<file path="src/hdl/ftpd_pkg.sv">
package ftpd_pkg;

  localparam int unsigned CFG_IDX_W = 2;
  localparam int unsigned CFG_DATA_W = 10;
  localparam int unsigned CH_IDX_W = 3;
  localparam int unsigned DELAY_W = 16;
  localparam int unsigned NUM_W = 7;

  localparam logic [1:0] MODE_TICK = 2'd0;
  localparam logic [1:0] MODE_BYTE = 2'd1;
  localparam logic [1:0] MODE_ZC   = 2'd2;

  localparam logic [CFG_IDX_W-1:0] CFG_GATE_PULSE_TICKS = 2'd0;
  localparam logic [CFG_IDX_W-1:0] CFG_TICKS_PER_LEVEL  = 2'd1;

  localparam logic [CFG_DATA_W-1:0] GATE_PULSE_RST = 10'd320;
  localparam logic [CFG_DATA_W-1:0] TICKS_LEVEL_RST = 10'd200;

  localparam logic [7:0] START_MARK = 8'h25;
  localparam logic [7:0] END_MARK   = 8'h40;
  localparam logic [7:0] CHAR_ZERO  = 8'h30;
  localparam logic [7:0] CHAR_ONE   = 8'h31;
  localparam logic [NUM_W-1:0] MAX_LEVEL = 7'd99;

  typedef struct packed {
    logic                relay1;
    logic                relay2;
    logic                st_bit;
    logic                dim_hit;
    logic [CH_IDX_W-1:0] dim_ch;
    logic                st_on;
    logic                st_off;
    logic [DELAY_W-1:0]  delay;
  } ftpd_cmd_t;

  typedef struct packed {
    logic ovr;
    logic start;
    logic frame;
    logic ok;
  } ftpd_flags_t;

  function automatic logic is_digit(input logic [7:0] c);
    return (c >= 8'h30) && (c <= 8'h39);
  endfunction

  function automatic logic [NUM_W-1:0] two_digits(input logic [7:0] hi, input logic [7:0] lo);
    logic [NUM_W-1:0] h;
    logic [NUM_W-1:0] l;
    h = NUM_W'(hi[3:0]);
    l = NUM_W'(lo[3:0]);
    if (!is_digit(hi)) begin
      return '0;
    end else if (!is_digit(lo)) begin
      return h;
    end else begin
      return NUM_W'(h * NUM_W'(10)) + l;
    end
  endfunction

endpackage

</file>
<file path="src/hdl/ftpd_frame.sv">
module ftpd_frame #(
  parameter int unsigned FRAME_BYTES = 16,
  parameter int unsigned DIMMER_CHANNELS = 3
) (
  input  logic                                clk,
  input  logic                                rst_n,
  input  logic                                byte_en,
  input  logic [7:0]                          rx_byte,
  input  logic                                rx_overrun,
  input  logic [ftpd_pkg::CFG_DATA_W-1:0]     ticks_per_level,
  output ftpd_pkg::ftpd_cmd_t                 cmd,
  output ftpd_pkg::ftpd_flags_t               flags
);
  import ftpd_pkg::*;

  localparam int unsigned POS_W = $clog2(FRAME_BYTES);
  localparam int unsigned PROD_W = NUM_W + CFG_DATA_W;

  logic [7:0]       bytes_r [FRAME_BYTES];
  logic [POS_W-1:0] pos_r;
  logic [POS_W-1:0] pos_nxt;
  logic             at_start;
  logic             at_last;
  logic             hdr_ok;
  logic             frame_ok;
  logic [NUM_W-1:0] sw;
  logic [NUM_W-1:0] level;
  logic [NUM_W-1:0] lvl_inv;
  logic [PROD_W-1:0] prod;
  logic [7:0]       st;

  assign at_start = (pos_r == '0);
  assign at_last  = (pos_r == POS_W'(FRAME_BYTES - 1));
  assign hdr_ok   = (bytes_r[1] == START_MARK) && (bytes_r[FRAME_BYTES-2] == END_MARK) &&
                    (rx_byte == END_MARK);
  assign frame_ok = byte_en && at_last && hdr_ok;

  always_comb begin
    pos_nxt = pos_r;
    if (byte_en) begin
      if (at_start) begin
        pos_nxt = (rx_byte == START_MARK) ? POS_W'(1) : '0;
      end else if (at_last) begin
        pos_nxt = '0;
      end else begin
        pos_nxt = pos_r + POS_W'(1);
      end
    end
  end

  always_ff @(posedge clk) begin
    if (!rst_n) begin
      pos_r <= '0;
    end else begin
      pos_r <= pos_nxt;
    end
  end

  always_ff @(posedge clk) begin
    if (byte_en) begin
      bytes_r[pos_r] <= rx_byte;
    end
  end

  assign flags.ovr   = byte_en && rx_overrun;
  assign flags.start = byte_en && at_start && (rx_byte != START_MARK);
  assign flags.frame = byte_en && at_last && !hdr_ok;
  assign flags.ok    = frame_ok;

  assign sw      = two_digits(bytes_r[2], bytes_r[3]);
  assign st      = bytes_r[4];
  assign level   = two_digits(bytes_r[5], bytes_r[6]);
  assign lvl_inv = MAX_LEVEL - level;
  assign prod    = PROD_W'(lvl_inv) * PROD_W'(ticks_per_level);

  always_comb begin
    cmd.relay1  = frame_ok && (sw == NUM_W'(1));
    cmd.relay2  = frame_ok && (sw == NUM_W'(2));
    cmd.st_bit  = st[0];
    cmd.dim_hit = frame_ok && (sw >= NUM_W'(3)) && (sw < NUM_W'(3 + DIMMER_CHANNELS));
    cmd.dim_ch  = CH_IDX_W'(sw - NUM_W'(3));
    cmd.st_on   = (st == CHAR_ONE);
    cmd.st_off  = (st == CHAR_ZERO);
    cmd.delay   = (prod > PROD_W'(2**DELAY_W - 1)) ? {DELAY_W{1'b1}} : prod[DELAY_W-1:0];
  end

endmodule

</file>
<file path="src/hdl/ftpd_chan.sv">
module ftpd_chan #(
  parameter int unsigned CH = 0
) (
  input  logic                            clk,
  input  logic                            rst_n,
  input  logic                            tick,
  input  logic                            zc,
  input  ftpd_pkg::ftpd_cmd_t             cmd,
  input  logic [ftpd_pkg::CFG_DATA_W-1:0] gate_pulse_ticks,
  output logic                            gate_nxt
);
  import ftpd_pkg::*;

  logic                  gate_r;
  logic                  armed_r, armed_nxt;
  logic [DELAY_W-1:0]    dlen_r, dlen_nxt;
  logic [DELAY_W-1:0]    dcnt_r, dcnt_nxt;
  logic                  drun_r, drun_nxt;
  logic [CFG_DATA_W-1:0] pcnt_r, pcnt_nxt;
  logic                  prun_r, prun_nxt;

  always_comb begin
    gate_nxt  = gate_r;
    armed_nxt = armed_r;
    dlen_nxt  = dlen_r;
    dcnt_nxt  = dcnt_r;
    drun_nxt  = drun_r;
    pcnt_nxt  = pcnt_r;
    prun_nxt  = prun_r;
    if (tick) begin
      if (prun_r) begin
        if (pcnt_r <= CFG_DATA_W'(1)) begin
          pcnt_nxt = '0;
          prun_nxt = 1'b0;
          gate_nxt = 1'b1;
        end else begin
          pcnt_nxt = pcnt_r - CFG_DATA_W'(1);
        end
      end
      if (drun_r) begin
        if (dcnt_r == '0) begin
          drun_nxt = 1'b0;
          gate_nxt = 1'b0;
          pcnt_nxt = gate_pulse_ticks;
          prun_nxt = 1'b1;
        end else begin
          dcnt_nxt = dcnt_r - DELAY_W'(1);
        end
      end
    end
    if (zc && armed_r) begin
      dcnt_nxt = dlen_r;
      drun_nxt = 1'b1;
    end
    if (cmd.dim_hit && (cmd.dim_ch == CH_IDX_W'(CH))) begin
      if (cmd.st_on) begin
        dlen_nxt  = cmd.delay;
        armed_nxt = 1'b1;
      end else begin
        armed_nxt = 1'b0;
        if (cmd.st_off) begin
          gate_nxt = 1'b1;
        end
      end
    end
  end

  always_ff @(posedge clk) begin
    if (!rst_n) begin
      gate_r  <= 1'b1;
      armed_r <= 1'b0;
      dlen_r  <= '0;
      dcnt_r  <= '0;
      drun_r  <= 1'b0;
      pcnt_r  <= '0;
      prun_r  <= 1'b0;
    end else begin
      gate_r  <= gate_nxt;
      armed_r <= armed_nxt;
      dlen_r  <= dlen_nxt;
      dcnt_r  <= dcnt_nxt;
      drun_r  <= drun_nxt;
      pcnt_r  <= pcnt_nxt;
      prun_r  <= prun_nxt;
    end
  end

endmodule

</file>
<file path="src/hdl/framed_triac_phase_dimmer.sv">
// Framed triac phase-angle dimmer with two relays. Each input transaction is one
// event (mode 0 timer tick, 1 received byte, 2 zero-cross) and yields exactly one
// output transaction with the relay levels, the gate levels (1 idle, 0 fire) and
// the receive flags. All work for an event is done combinationally ahead of the result
// register, so one transaction is taken every clock as long as the result is drained.
// A frame of FRAME_BYTES bytes must open with "%%" and close with "@@"; it then names
// a switch (two digits), a state and a two-digit level. Switches 1, 2 set the relays;
// switches 3 to DIMMER_CHANNELS + 2 arm a dimmer with delay (99 - level) *
// ticks_per_level ticks, saturated at 65535. Write the registers only while the block is idle.
module framed_triac_phase_dimmer #(
  parameter int unsigned DIMMER_CHANNELS = 3,
  parameter int unsigned FRAME_BYTES = 16
) (
  input  logic                            clk,
  input  logic                            rst_n,
  input  logic                            in_valid,
  output logic                            in_ready,
  input  logic [1:0]                      in_mode,
  input  logic [7:0]                      in_rx_byte,
  input  logic                            in_rx_overrun,
  input  logic [DIMMER_CHANNELS-1:0]      in_zc_mask,
  output logic                            out_valid,
  input  logic                            out_ready,
  output logic                            out_relay_one,
  output logic                            out_relay_two,
  output logic [DIMMER_CHANNELS-1:0]      out_gate_levels,
  output logic                            out_overrun_error,
  output logic                            out_start_error,
  output logic                            out_frame_error,
  output logic                            out_frame_accepted,
  input  logic                            cfg_valid,
  output logic                            cfg_ready,
  input  logic [ftpd_pkg::CFG_IDX_W-1:0]  cfg_index,
  input  logic [ftpd_pkg::CFG_DATA_W-1:0] cfg_data
);
  import ftpd_pkg::*;

  logic                       acc;
  logic                       tick;
  logic                       byte_en;
  logic                       zc_en;
  logic [CFG_DATA_W-1:0]      gate_pulse_r;
  logic [CFG_DATA_W-1:0]      ticks_level_r;
  logic [1:0]                 relay_r, relay_nxt;
  logic [DIMMER_CHANNELS-1:0] gate_nxt;
  logic                       out_valid_r;
  ftpd_cmd_t                  cmd;
  ftpd_flags_t                flags;

  assign in_ready  = !out_valid_r || out_ready;
  assign acc       = in_valid && in_ready;
  assign tick      = acc && (in_mode == MODE_TICK);
  assign byte_en   = acc && (in_mode == MODE_BYTE);
  assign zc_en     = acc && (in_mode == MODE_ZC);
  assign cfg_ready = 1'b1;
  assign out_valid = out_valid_r;

  always_ff @(posedge clk) begin
    if (!rst_n) begin
      gate_pulse_r  <= GATE_PULSE_RST;
      ticks_level_r <= TICKS_LEVEL_RST;
    end else if (cfg_valid) begin
      case (cfg_index)
        CFG_GATE_PULSE_TICKS: gate_pulse_r  <= cfg_data;
        CFG_TICKS_PER_LEVEL:  ticks_level_r <= cfg_data;
        default: ;
      endcase
    end
  end

  ftpd_frame #(
    .FRAME_BYTES    (FRAME_BYTES),
    .DIMMER_CHANNELS(DIMMER_CHANNELS)
  ) u_frame (
    .clk            (clk),
    .rst_n          (rst_n),
    .byte_en        (byte_en),
    .rx_byte        (in_rx_byte),
    .rx_overrun     (in_rx_overrun),
    .ticks_per_level(ticks_level_r),
    .cmd            (cmd),
    .flags          (flags)
  );

  for (genvar i = 0; i < DIMMER_CHANNELS; i++) begin : g_chan
    ftpd_chan #(
      .CH(i)
    ) u_chan (
      .clk             (clk),
      .rst_n           (rst_n),
      .tick            (tick),
      .zc              (zc_en && in_zc_mask[i]),
      .cmd             (cmd),
      .gate_pulse_ticks(gate_pulse_r),
      .gate_nxt        (gate_nxt[i])
    );
  end

  always_comb begin
    relay_nxt = relay_r;
    if (cmd.relay1) begin
      relay_nxt[0] = cmd.st_bit;
    end
    if (cmd.relay2) begin
      relay_nxt[1] = cmd.st_bit;
    end
  end

  always_ff @(posedge clk) begin
    if (!rst_n) begin
      relay_r     <= '0;
      out_valid_r <= 1'b0;
    end else begin
      relay_r <= relay_nxt;
      if (acc) begin
        out_valid_r <= 1'b1;
      end else if (out_ready) begin
        out_valid_r <= 1'b0;
      end
    end
  end

  always_ff @(posedge clk) begin
    if (acc) begin
      out_relay_one      <= relay_nxt[0];
      out_relay_two      <= relay_nxt[1];
      out_gate_levels    <= gate_nxt;
      out_overrun_error  <= flags.ovr;
      out_start_error    <= flags.start;
      out_frame_error    <= flags.frame;
      out_frame_accepted <= flags.ok;
    end
  end

endmodule
</file>
<file path="config.mk">
export PLATFORM = sky130hd
export DESIGN_NAME = framed_triac_phase_dimmer
export DESIGN_NICKNAME = d
export VERILOG_FILES = /design/src/hdl/ftpd_pkg.sv /design/src/hdl/ftpd_frame.sv /design/src/hdl/ftpd_chan.sv /design/src/hdl/framed_triac_phase_dimmer.sv
export SDC_FILE = /design/constraint.sdc
export NUM_CORES = 1
export LEC_CHECK = 0
export ABC_AREA = 1
export ABC_CLOCK_PERIOD_IN_PS = 10970
export BUFFER_PORTS_ARGS = -buffer_cell sky130_fd_sc_hd__buf_4
export CAP_MARGIN = 10
export CORE_MARGIN = 3
export CORE_UTILIZATION = 50
export DETAILED_ROUTE_END_ITERATION = 12
export MAX_ROUTING_LAYER = met4
export PLACE_DENSITY = 0.71
export RECOVER_POWER = 100
export SLEW_MARGIN = 10
export SYNTH_ARGS = -nofsm -noshare
export SYNTH_HDL_FRONTEND = slang
export SYNTH_SLANG_ARGS = --single-unit
</file>
<file path="constraint.sdc">
create_clock -name clk -period 10.97 [get_ports clk]
set_clock_uncertainty 0.2 [all_clocks]
set_input_delay 0 -clock clk [delete_from_list [all_inputs] [get_ports clk]]
set_output_delay 0 -clock clk [all_outputs]
set_load 0.01 [all_outputs]
</file>
[Word level (Yosys, flattened, before mapping)]
Memory sizes are Yosys's and may differ from the RTL's.
Index checks and enable logic that the tools add are counted.
Operators by class
  $add $sub $neg: 11
  multipliers: 3
  $lt $le $gt $ge: 14
  eq/ne operators: 18
  muxes and demuxes: 87
  reduce and logical (&&, ||, !) cells: 54
Operators by type and width (number)
  16-bit two-way mux: 13
  10-bit two-way mux: 12
  1-bit two-way mux: 56
  16-bit zero test: 3
  16-bit by 1-bit subtractor with 16-bit output (second input constant): 3
  8-bit by 6-bit equality test with 1-bit output (second input constant): 4
  8-bit by 6-bit >= comparator with 1-bit output (second input constant): 4
  8-bit by 6-bit <= comparator with 1-bit output (second input constant): 4
  10-bit by 1-bit <= comparator with 1-bit output (second input constant): 3
  10-bit by 1-bit subtractor with 10-bit output (second input constant): 3
  1-bit logical AND: 29
  7-bit two-way mux: 4
  17-bit by 16-bit greater-than comparator with 1-bit output (second input constant): 1
  7-bit by 10-bit multiplier with 17-bit output: 1
  8-bit by 7-bit equality test with 1-bit output (second input constant): 2
  7-bit by 4-bit adder with 7-bit output: 2
  2-bit nonzero test: 7
  4-bit by 3-bit multiplier with 6-bit output (second input constant): 2
  2-bit AND reduction: 5
  3-bit AND reduction: 3
  4-bit two-way mux: 2
  8-bit by 6-bit != test with 1-bit output (second input constant): 1
  7-bit by 1-bit equality test with 1-bit output (second input constant): 1
  7-bit by 2-bit equality test with 1-bit output (second input constant): 1
  other kinds (16): 21
Word-level totals
  flip-flop bits (word level): 174
  bits in writable memories: 128
  word-level logic and storage cells: 221
  memories kept: 1
Memory list
  u_frame.bytes_r: words 16, width 8, read ports 7, clocked after memory_dff 0, wr ports 1, RTL line ftpd_frame.sv:19  | logic [7:0] bytes_r [FRAME_BYTES];

[Longest topological paths before layout]
  depth in word-level cells: 10
  gate-level depth with buffers: 34
  mapped depth without buffers: 33

[By module]
From an unflattened synthesis, not the netlist that was laid out.
Second synthesis, totals
  cells, all modules: 2153
  area total of the unflattened synthesis: 15212.1 µm²
By module, submodules not included
  ftpd_frame: instances 1, cells an instance 659, area an instance 5565.3 µm², sequential area each 1761.7 µm²
  ftpd_chan at g_chan[1].u_chan ...: instances 2, cells an instance 445, area an instance 2781.4 µm², sequential area each 920.9 µm²
  ftpd_chan at g_chan[0].u_chan: instances 1, cells an instance 444, area an instance 2785.2 µm², sequential area each 920.9 µm²
  framed_triac_phase_dimmer: instances 1, cells an instance 160, area an instance 1298.7 µm², sequential area each 730.7 µm²

[Worst setup path before layout]
No wires, ideal clock.
  path kind: reg2reg
  start: memory u_frame.bytes_r[5][0]
  end: register g_chan[0].u_chan.dlen_r[5]
  library setup time: 0.114 ns
  arrival time: 6.005 ns
  data required time: 10.656 ns
  setup slack: 4.651 ns
  stages on the path, launching flop included: 34
  buffers on the path: 1
  clock period less this slack: 6.319 ns
  cells stage by stage: edfxtp_1 > ha_1 > ha_1 > inv_1 > or2_2 > nand2_1 > nand2_1 > nand2_1 > nand3_1 > a21oi_1 > nand2_1 > or2_2 > nand2_1 > nor2_1 > fa_1 > inv_1 > fa_1 > inv_1 > fa_1 > inv_1 > fa_1 > inv_1 > ha_1 > nand2_1 > a21oi_1 > nor2_1 > nor2_1 > nor2_1 > nand3_1 > nand2_1 > buf_2 > nand2_1 > nor2_1 > nor2_1
RTL lines
  start: declaration: RTL line ftpd_frame.sv:19
  end signal: assignment: RTL line ftpd_chan.sv:80  | dlen_r <= dlen_nxt;
  end: declaration: RTL line ftpd_chan.sv:16  | logic [DELAY_W-1:0] dlen_r, dlen_nxt;

==> flow_summary_export.csv <==
group,metric,value,unit
outcome,status,"finished, violations left",
outcome,violations,"capacitance limit, slew limit",
grt,grt_pass1_wl,59.48,mm
worst_setup_path,cp-end-kind,"register",
placed_design,place.gp.congestion,0.9073,
worst_setup_path,cp-startpoint,"u_frame.bytes_r[5][0]",
power,ir_drop,0.0001614,V
placed_design,dp_slack,4048,ps
worst_setup_path,cp_max_fo,16,
sta,whs,128.0,ps
power,seq_power_share,44.0,%
power,power_leakage,7.293,nW
cts,cts_resized,0,
worst_setup_path,r2r_start,"u_frame.bytes_r[5][0]",
grt,antenna_found_initial,0,
floorplanning,core-area,0.02801,mm²
cts,cts_setup_buffers,0,
placed_design,io_buffers,41,
flow_run,drv_cap,1,
sta,finalCritPeriodShare,63.62,%
layout,finalNetCount,2156,
synth,postSynthCellCount,1949,
placed_design,placement.cell_area,0.01487,mm²
worst_setup_path,crit_top_cell,"nand2_1",
layout,nFillCells,2618,
power,power.net_switching,0.5254,mW
grt,track_usage,24.13,%
detailed_routing,vias,12551,
sta,finalWorstSetupSlack,3991,ps
grt,grt_max_degree,75,
sta,worst_slew_pin_slew,2780,ps
cts,cts_root_buf,"clkbuf_16",
synth,synth.area.top_cells,"dfxtp_1 23%, edfxtp_1 14%, nand2_1 12%",
synth,syn_area_per_cell,7.343,µm²
worst_setup_path,crit_arrival,7210,ps
floorplanning,die_y,175.2,µm
synth,yosys_warnings,0,
detailed_routing,drt_iter0_markers,948,
layout,multiInputGateArea,0.007616,mm²
detailed_routing,dr.pass1.iters,6,
synth,async_flop_share,0,%
cts,clock_path_buffers,3,
synth,yosys_most_used_dff,"dfxtp_1",
synth,syn-cell-area,0.01431,mm²
sta,rsz0062_at_grt,"no",
power,pwr-share-comb,12.5,%
detailed_routing,ant_nets,0,
synth,ys_seq_area_share,36.72,%
floorplanning,die_x,175.2,µm
power,power.share.clock,43.5,%
power,switching_share,26.07,%
layout,drive_above_1_share,5.550,%
cts,cts_tree,"built",
power,power_density,125.7,mW/mm²
floorplanning,ios,43,
cts,worst_skew_pair.late_latency,550,ps
layout,seqCellArea,0.005255,mm²
synth,synth_top_area_cell,"dfxtp_1",
layout,area_delta_synth_final,12.00,%
sta,setup_viol,0,
worst_setup_path,cpMaxStageDelayCell,"fa_1",
layout,num_antenna_cells,0,
sta,maxSlewViolCount,67,
worst_setup_path,critPathMaxStageDelay,540,ps
detailed_routing,drc,0,
cts,cts_hold_buf,49,
power,p_int,1.490,mW
synth,synth_top_area_share,23.08,%
detailed_routing,drt-total-wl,35.95,mm
cts,clock_sinks,230,
placed_design,hpwl,25.30,mm
worst_setup_path,cp-endpoint,"g_chan[2].u_chan.dlen_r[12]",
worst_setup_path,worstReg2RegEnd,"g_chan[2].u_chan.dlen_r[12]",
synth,synth-edff-count,65,
worst_hold_path,hp-class,"in -> reg",
sta,hold_violations,0,
worst_setup_path,path_class,"reg -> reg",
cts,clk_pin_slew_worst_paths,60,ps
sta,clock.fmax,143.3,MHz
layout,final_common_cell,"nand2_1",
worst_setup_path,crit_required,11210,ps
worst_setup_path,reg2reg_slack,3990,ps
floorplanning,rows,61,
worst_setup_path,critPathLaunchType,"register",
sta,slew-limit-headroom,-85.31,%
floorplanning,dieArea,0.03069,mm²
synth,synth_nets,2084,
grt,overflow,0,
grt,grt_pass1_vias,12015,
floorplanning,start_util,51.10,%
cts,h-tree-depth,1,
layout,final_area,0.01603,mm²
detailed_routing,wl_per_cell,14.89,µm
detailed_routing,viasPerCell,5.199,
synth,ys_seq_elements,230,
sta,fin_crit,6979,ps
worst_setup_path,r2r_cells,32,
cts,cts_buffers,26,
layout,final_cell_mix,"477 x nand2_1, 285 x nor2_1, 281 x inv_1",
sta,fin_setup_tns,0,ps
synth,ys_types,52,
power,p_total,2.015,mW
-- per-layer routing --
metal	vias to the layer above	share of wire, %	wire (µm)	track usage [%]
met3	75	5.8	2102	3.564
li1	6327	-	-	-
met1	5820	44	15710	30.73
met5	-	0	0	-
met2	329	47	16970	39.89
met4	0	3.2	1164	7.380
-- power by group through the flow --
stage | clock network (mW) | logic (mW) | registers [mW]
global route | 0.922 | 0.285 | 0.887
floorplan | 0 | 0.164 | 0.903
CTS | 0.889 | 0.252 | 0.887
detailed placement | 0 | 0.237 | 0.905
finish | 0.876 | 0.252 | 0.887
global placement | 0 | 0.235 | 0.905
-- worst max-delay path, delay by kind of cell (launching register included) --
family	cells	cell delay (ps)
adder cells (fa/ha/maj)	7	3080
AND/OR/NAND/NOR	18	2720
flip-flops	1	440
buffers and inverters	5	250
AO/OA/AOI/OAI	2	190
-- how the worst min path moves through the flow --
stage	from	to	slack, ps	cells past startpoint
floorplan	out_ready	in_ready	-110	2
global placement	cfg_data[3]	ticks_level_r[3]	60	3
detailed placement	cfg_data[3]	ticks_level_r[3]	60	3
CTS	in_rx_byte[4]	u_frame.bytes_r[2][4]	80	2
global route	cfg_data[7]	ticks_level_r[7]	140	4
finish	cfg_data[7]	ticks_level_r[7]	130	4
-- per-stage QoR --
stage / std cells / utilization, %
after CTS: 2414 / 57.88
after global routing: 2414 / 57.23
final: 2414 / 57.23
after floorplan: 1949 / -
after global placement: 2322 / 53.07
after detailed placement: 2322 / 53.07
-- kinds of logic (layout without fill, tap and decap cells) --
kind of cell | after synthesis | count (layout) | synth area share [%]
AND/OR/NAND/NOR | 969 | 969 | 29.07
AO/OA/AOI/OAI | 249 | 249 | 9.887
XOR/XNOR | 58 | 58 | 3.549
buffers and inverters | 338 | 425 | 9.406
flip-flops | 230 | 230 | 36.72
adder cells (fa/ha/maj) | 104 | 104 | 11.35
other | 1 | 1 | 0.02620
-- synth_stat cells, types with 3 or more instances --
cell / instances
nor4_1: 3
inv_2: 6
nor2_1: 283
o21bai_1: 4
inv_1: 279
nand2_1: 475
nand4_2: 3
nand3b_1: 10
or2_2: 9
nand4_4: 3
a31oi_1: 22
a21oi_1: 111
a22oi_1: 14
o21ai_0: 62
nand3_1: 98
buf_4: 3
xnor2_1: 18
nand2_2: 13
a211oi_1: 3
nor2_2: 14
o21ai_1: 4
dfxtp_1: 165
fa_1: 43
xor2_1: 40
o21a_1: 4
ha_1: 61
edfxtp_1: 65
o21ai_2: 3
clkbuf_1: 29
nand4_1: 17
buf_6: 7
nor3_1: 28
o211ai_1: 15
buf_2: 11
-- sequential cells by signal, indices dropped and copies added (netlist names), 2 cells and up --
name                   flops
g_chan.u_chan.dlen_r      48
g_chan.u_chan.armed_r      3
gate_pulse_r              10
g_chan.u_chan.gate_r       3
out_gate_levels            3
u_frame.bytes_r           56
relay_r                    2
u_frame.pos_r              4
ticks_level_r             10
g_chan.u_chan.drun_r       3
g_chan.u_chan.pcnt_r      30
g_chan.u_chan.prun_r       3
g_chan.u_chan.dcnt_r      48
-- layout make-up --
type | instances | area share [%]
clock buffer | 32 | 4.449
clock inverter | 11 | 0.8898
inverter | 286 | 6.697
multi-input combinational | 1381 | 47.51
sequential | 230 | 32.78
tap | 378 | 2.950
timing repair buffer | 96 | 4.722
No activity file was read; power rests on OpenSTA's default activity.
